`src/design/lsra_pkg.sv`:
```
// Shared types and constants for the linear scan register allocator.
`timescale 1ns / 1ps
package lsra_pkg;

  localparam int MAX_REGS  = 16;
  localparam int MAX_VARS  = 256;
  localparam int REG_W     = 4;
  localparam int VAR_W     = 8;
  localparam int IDX_W     = 16;
  localparam int RANK_W    = 10;
  localparam int CNT_W     = 5;
  localparam int SLOT_W    = 9;

  localparam logic [1:0] KIND_REG   = 2'd0;
  localparam logic [1:0] KIND_SPILL = 2'd1;
  localparam logic [1:0] KIND_EVICT = 2'd2;

  typedef struct packed {
    logic              min_vld;
    logic [REG_W-1:0]  min_idx;
    logic              max_vld;
    logic [REG_W-1:0]  max_idx;
  } pick_t;

endpackage

```
`src/design/lsra_pick.sv`:
```
// Comparator tree that finds the first and the last active interval in rank order.
`timescale 1ns / 1ps
module lsra_pick import lsra_pkg::*; (
  input  logic [MAX_REGS-1:0]            vld,
  input  logic [MAX_REGS-1:0][RANK_W-1:0] rank,
  output pick_t                          pick
);

  typedef struct packed {
    logic              v;
    logic [REG_W-1:0]  idx;
    logic [RANK_W-1:0] rank;
  } node_t;

  function automatic node_t take_min(node_t a, node_t b);
    node_t res;
    if (!a.v) res = b;
    else if (!b.v) res = a;
    else res = (b.rank < a.rank) ? b : a;
    return res;
  endfunction

  function automatic node_t take_max(node_t a, node_t b);
    node_t res;
    if (!a.v) res = b;
    else if (!b.v) res = a;
    else res = (a.rank > b.rank) ? a : b;
    return res;
  endfunction

  node_t leaf [MAX_REGS];
  node_t mn1 [8];
  node_t mn2 [4];
  node_t mn3 [2];
  node_t mx1 [8];
  node_t mx2 [4];
  node_t mx3 [2];
  node_t mn4;
  node_t mx4;

  always_comb begin
    for (int i = 0; i < MAX_REGS; i++) begin
      leaf[i].v    = vld[i];
      leaf[i].idx  = REG_W'(i);
      leaf[i].rank = rank[i];
    end
    for (int i = 0; i < 8; i++) begin
      mn1[i] = take_min(leaf[2*i], leaf[2*i+1]);
      mx1[i] = take_max(leaf[2*i], leaf[2*i+1]);
    end
    for (int i = 0; i < 4; i++) begin
      mn2[i] = take_min(mn1[2*i], mn1[2*i+1]);
      mx2[i] = take_max(mx1[2*i], mx1[2*i+1]);
    end
    for (int i = 0; i < 2; i++) begin
      mn3[i] = take_min(mn2[2*i], mn2[2*i+1]);
      mx3[i] = take_max(mx2[2*i], mx2[2*i+1]);
    end
    mn4 = take_min(mn3[0], mn3[1]);
    mx4 = take_max(mx3[0], mx3[1]);
    pick.min_vld = mn4.v;
    pick.min_idx = mn4.idx;
    pick.max_vld = mx4.v;
    pick.max_idx = mx4.idx;
  end

endmodule

```
`config.mk`:
```
export PLATFORM = sky130hd
export DESIGN_NAME = lsra_pick
export DESIGN_NICKNAME = d
export VERILOG_FILES = /design/src/design/lsra_pkg.sv /design/src/design/lsra_pick.sv
export SDC_FILE = /design/constraint.sdc
export NUM_CORES = 1
export LEC_CHECK = 0
export ABC_CLOCK_PERIOD_IN_PS = 14050
export BUFFER_PORTS_ARGS = -buffer_cell sky130_fd_sc_hd__buf_2
export CORE_UTILIZATION = 40
export DETAILED_ROUTE_END_ITERATION = 8
export PLACE_DENSITY = 0.69
export REMOVE_ABC_BUFFERS = 1
export SETUP_SLACK_MARGIN = 0.3
export SLEW_MARGIN = 20
export SYNTH_ARGS = -nofsm -noshare
export SYNTH_HDL_FRONTEND = slang
export SYNTH_SLANG_ARGS = --single-unit
export TNS_END_PERCENT = 5
```
`constraint.sdc`:
```
create_clock -name vclk -period 14.05
set_clock_uncertainty 0.1 [all_clocks]
set_input_delay 2.81 -clock vclk [all_inputs]
set_output_delay 2.81 -clock vclk [all_outputs]
set_load 0.05 [all_outputs]
```
==> flow_summary.yaml <==
yosys:
  synth_common_cells: "sky130_fd_sc_hd__ha_1 (211), sky130_fd_sc_hd__inv_1 (188), sky130_fd_sc_hd__mux2i_1 (154)"
  post-synth-top-count-cell: "sky130_fd_sc_hd__ha_1"
  seq_area_frac_synth_pct: 0
  syn-mean-instance-area_um2: 7.25
  synth_top_cells_by_area: "sky130_fd_sc_hd__ha_1 (29%), sky130_fd_sc_hd__mux2i_1 (17%), sky130_fd_sc_hd__inv_1 (7.7%), sky130_fd_sc_hd__a21oi_1 (6.7%), sky130_fd_sc_hd__mux2_2 (4.9%)"
  syn_area_um2: 9220
  netlist.area_leader.share_pct: 28.6
  netlist-cell-type-count: 73
  netlist.top_cell.by_area: "sky130_fd_sc_hd__ha_1"
  ys.warnings.count: 0
  postSynthCellCount: 1273
die:
  floorplan.initialDensity_pct: 40.7
  floorplan.core_area_um2: 22600
  die_y_um: 154
  die_x_um: 154
  floorplan.io_pins: 186
  core.rowCount: 55
  fp.dieArea_um2: 23700
grt:
  number_of_antenna_violations_at_the_first_check_in_global_routing: 1
  globalRouteTotalUtil_pct: 23.7
  use_met1_pct: 31.3
  via_count_of_the_first_global_routing_pass: 9437
  wire_length_of_the_first_global_routing_pass_um: 46000
  groute.layer.met3.usage_pct: 2.34
  pin_count_of_the_biggest_net_entering_global_routing: 21
  top_usage_layer: "met2"
  globalRoute.totalOverflow: 0
  grtUsageMet2_pct: 42.6
power:
  power_frac_comb_pct: 100.0
  int_pwr_mw: 0.410
  share_clk_of_total_power_pct: 0
  power_per_cell_area_nw_per_um2: 93.6
  power_switching_share_pct: 59.7
  vdd.ir_drop.worst_mv: 0.171
  share_seq_of_total_power_pct: 0
  total_power_mw: 1.02
  power_leakage_nw: 6.03
  p_sw_mw: 0.608
final_layout:
  layout.core_utilization_pct: 48.1
  sequential_cell_area_um2: 0
  design.final.nets: 1851
  n_antenna_cell: 0
  final_layout_size_suffix_gt1_share_pct: 22.1
  design.seq.count: 0
  final.clkbuf_count: 0
  area_growth_syn_to_fin_pct: 17.9
  layout.filler_cells: 2239
routing:
  first_iter_violations: 586
  antenna_violating_nets_post_route: 0
  wl_um: 29300
  route.vias.total: 9958
  drt_pass1_iterations: 5
  drc: 0
  routed_wire_length_per_instance_um: 16.8
  route.detailed.vias_per_inst: 5.70
critical_path:
  crit_type: "input port to output port"
  crit_fanout: 13
  worstSetupStartpointType: "input port"
  worst_path_cell_with_the_longest_stage_delay: "sky130_fd_sc_hd__o21ai_4"
  timing.critical_path.required_ns: 11.14
  crit_path_frequent_cell: "sky130_fd_sc_hd__a21o_1"
  cp.arrival_ns: 10.41
  cp_slowest_stage_delay_ns: 0.44
  worstSetupEndpointType: "output port"
min_path:
  worstHoldEndpoint: "pick[4]"
  worst_hold_path.num_cells: 4
  min-delay-path-class: "input port to output port"
  hp-start: "vld[15]"
sta:
  report.final.slew_viol_count: 0
  worst_slew_margin_rel_pct: 27.6
  timing.final.crit_period_ns: 13.32
  fmax_mhz: 75.1
  timing.final.ws_setup_ns: 0.732
  timing_hold_violations_final: 0
  rsz0062_at_grt: "true"
  setup_viol_count_final: 0
  final.setup.tns_ns: 0
  fin_crit_sh_pct: 94.8
  worstMarginPinSlew_ns: 1.08
outcome:
  status: "completed"
place:
  gp_congestion: 0.972
  place.detailed.hpwl_um: 25700
  dp_worst_setup_slack_ns: -0.0554
  placement.io_buffers: 186
run:
  max_cap_viol_count: 0
how the worst max path moves through the flow:
stage	start	to	slack [ns]	cells after the start
finish	rank[158]	pick[5]	0.73	38
detailed placement	rank[94]	pick[5]	-0.06	39
global placement	rank[94]	pick[6]	0.16	39
floorplan	rank[94]	pick[7]	-0.32	35
global route	rank[13]	pick[0]	0.26	42
CTS	rank[117]	pick[5]	0.25	40
metal layers:
metal | part of all wire [%] | routed length (um)
met5 | 0 | 0
met4 | 1.2 | 352
met3 | 6.6 | 1940
met2 | 47 | 13900
met1 | 45 | 13100
cell usage in the layout, fill, tap and decap left out, types with 4 or more instances in the layout:
cell type and instances:
sky130_fd_sc_hd__a2111oi_2 4, sky130_fd_sc_hd__a211o_1 5, sky130_fd_sc_hd__a211oi_1 15, sky130_fd_sc_hd__a211oi_2 5
sky130_fd_sc_hd__a21o_1 30, sky130_fd_sc_hd__a21oi_1 120, sky130_fd_sc_hd__a21oi_2 4, sky130_fd_sc_hd__a31oi_1 6
sky130_fd_sc_hd__and2_1 5, sky130_fd_sc_hd__and4_1 4, sky130_fd_sc_hd__buf_2 186, sky130_fd_sc_hd__buf_4 35
sky130_fd_sc_hd__ha_1 211, sky130_fd_sc_hd__inv_1 188, sky130_fd_sc_hd__mux2_2 40, sky130_fd_sc_hd__mux2i_1 150
sky130_fd_sc_hd__nand2_1 66, sky130_fd_sc_hd__nand2_2 4, sky130_fd_sc_hd__nand2b_1 15, sky130_fd_sc_hd__nand3_1 18
sky130_fd_sc_hd__nand4_1 34, sky130_fd_sc_hd__nor2_1 95, sky130_fd_sc_hd__nor2b_1 16, sky130_fd_sc_hd__nor3_1 7
sky130_fd_sc_hd__nor4_1 7, sky130_fd_sc_hd__o2111ai_1 5, sky130_fd_sc_hd__o211ai_1 10, sky130_fd_sc_hd__o21a_1 13
sky130_fd_sc_hd__o21ai_0 53, sky130_fd_sc_hd__o21ai_1 8, sky130_fd_sc_hd__o21bai_1 5, sky130_fd_sc_hd__o22ai_1 6
sky130_fd_sc_hd__o31a_1 10, sky130_fd_sc_hd__or2_2 7
timing repair:
action | 4_1_cts | 5_1_grt
buffers inserted | 0 | 11
endpoints found under the setup margin | 5 | 8
pin swaps | 0 | 13
gates cloned | 0 | 2
hold buffers | 0 | 0
resized for setup | 6 | 42
hold endpoints to repair | 0 | 0
cell type report:
cell class	count	area, um2	share of cell area, %
Timing Repair Buffer	226	1250	11.5
Multi-Input combinational cell	1047	8560	78.7
Tap cell	285	357	3.28
Inverter	189	709	6.52
power by group through the flow:
| stage | clock network, mW | registers (mW) | logic [mW] |
|---|---|---|---|
| 2_1_floorplan | 0 | 0 | 0.701 |
| 5_1_grt | 0 | 0 | 1.12 |
| 3_3_place_gp | 0 | 0 | 0.948 |
| 3_5_place_dp | 0 | 0 | 0.962 |
| 6_report | 0 | 0 | 1.02 |
| 4_1_cts | 0 | 0 | 0.972 |
cells by family (layout without fill, tap and decap cells):
logic type / count (synthesis) / after routing / synth area share [%]
AO/OA/AOI/OAI: 338 / 339 / 23.6
AND/OR/NAND/NOR: 298 / 298 / 16.0
buffers and inverters: 227 / 415 / 9.60
adder cells (fa/ha/maj): 212 / 212 / 28.7
multiplexers: 197 / 197 / 22.0
XOR/XNOR: 1 / 1 / 0.0950
metrics by stage:
stage / hold WS [ns] / std cells / cell area, um2
2_1_floorplan: 5.94 / 1235 / 9050
3_3_place_gp: 6.20 / 1734 / 10600
3_5_place_dp: 6.19 / 1734 / 10600
4_1_cts: 6.19 / 1734 / 10600
5_1_grt: 6.23 / 1747 / 10900
6_report: 6.22 / 1747 / 10900
worst max-delay path, delay by kind of cell:
family	cells	cell delay, ns
adder cells (fa/ha/maj)	4	1.08
AO/OA/AOI/OAI	19	4.09
multiplexers	2	0.72
buffers and inverters	6	0.84
AND/OR/NAND/NOR	7	0.85
Power figures use the tool's default switching activity.
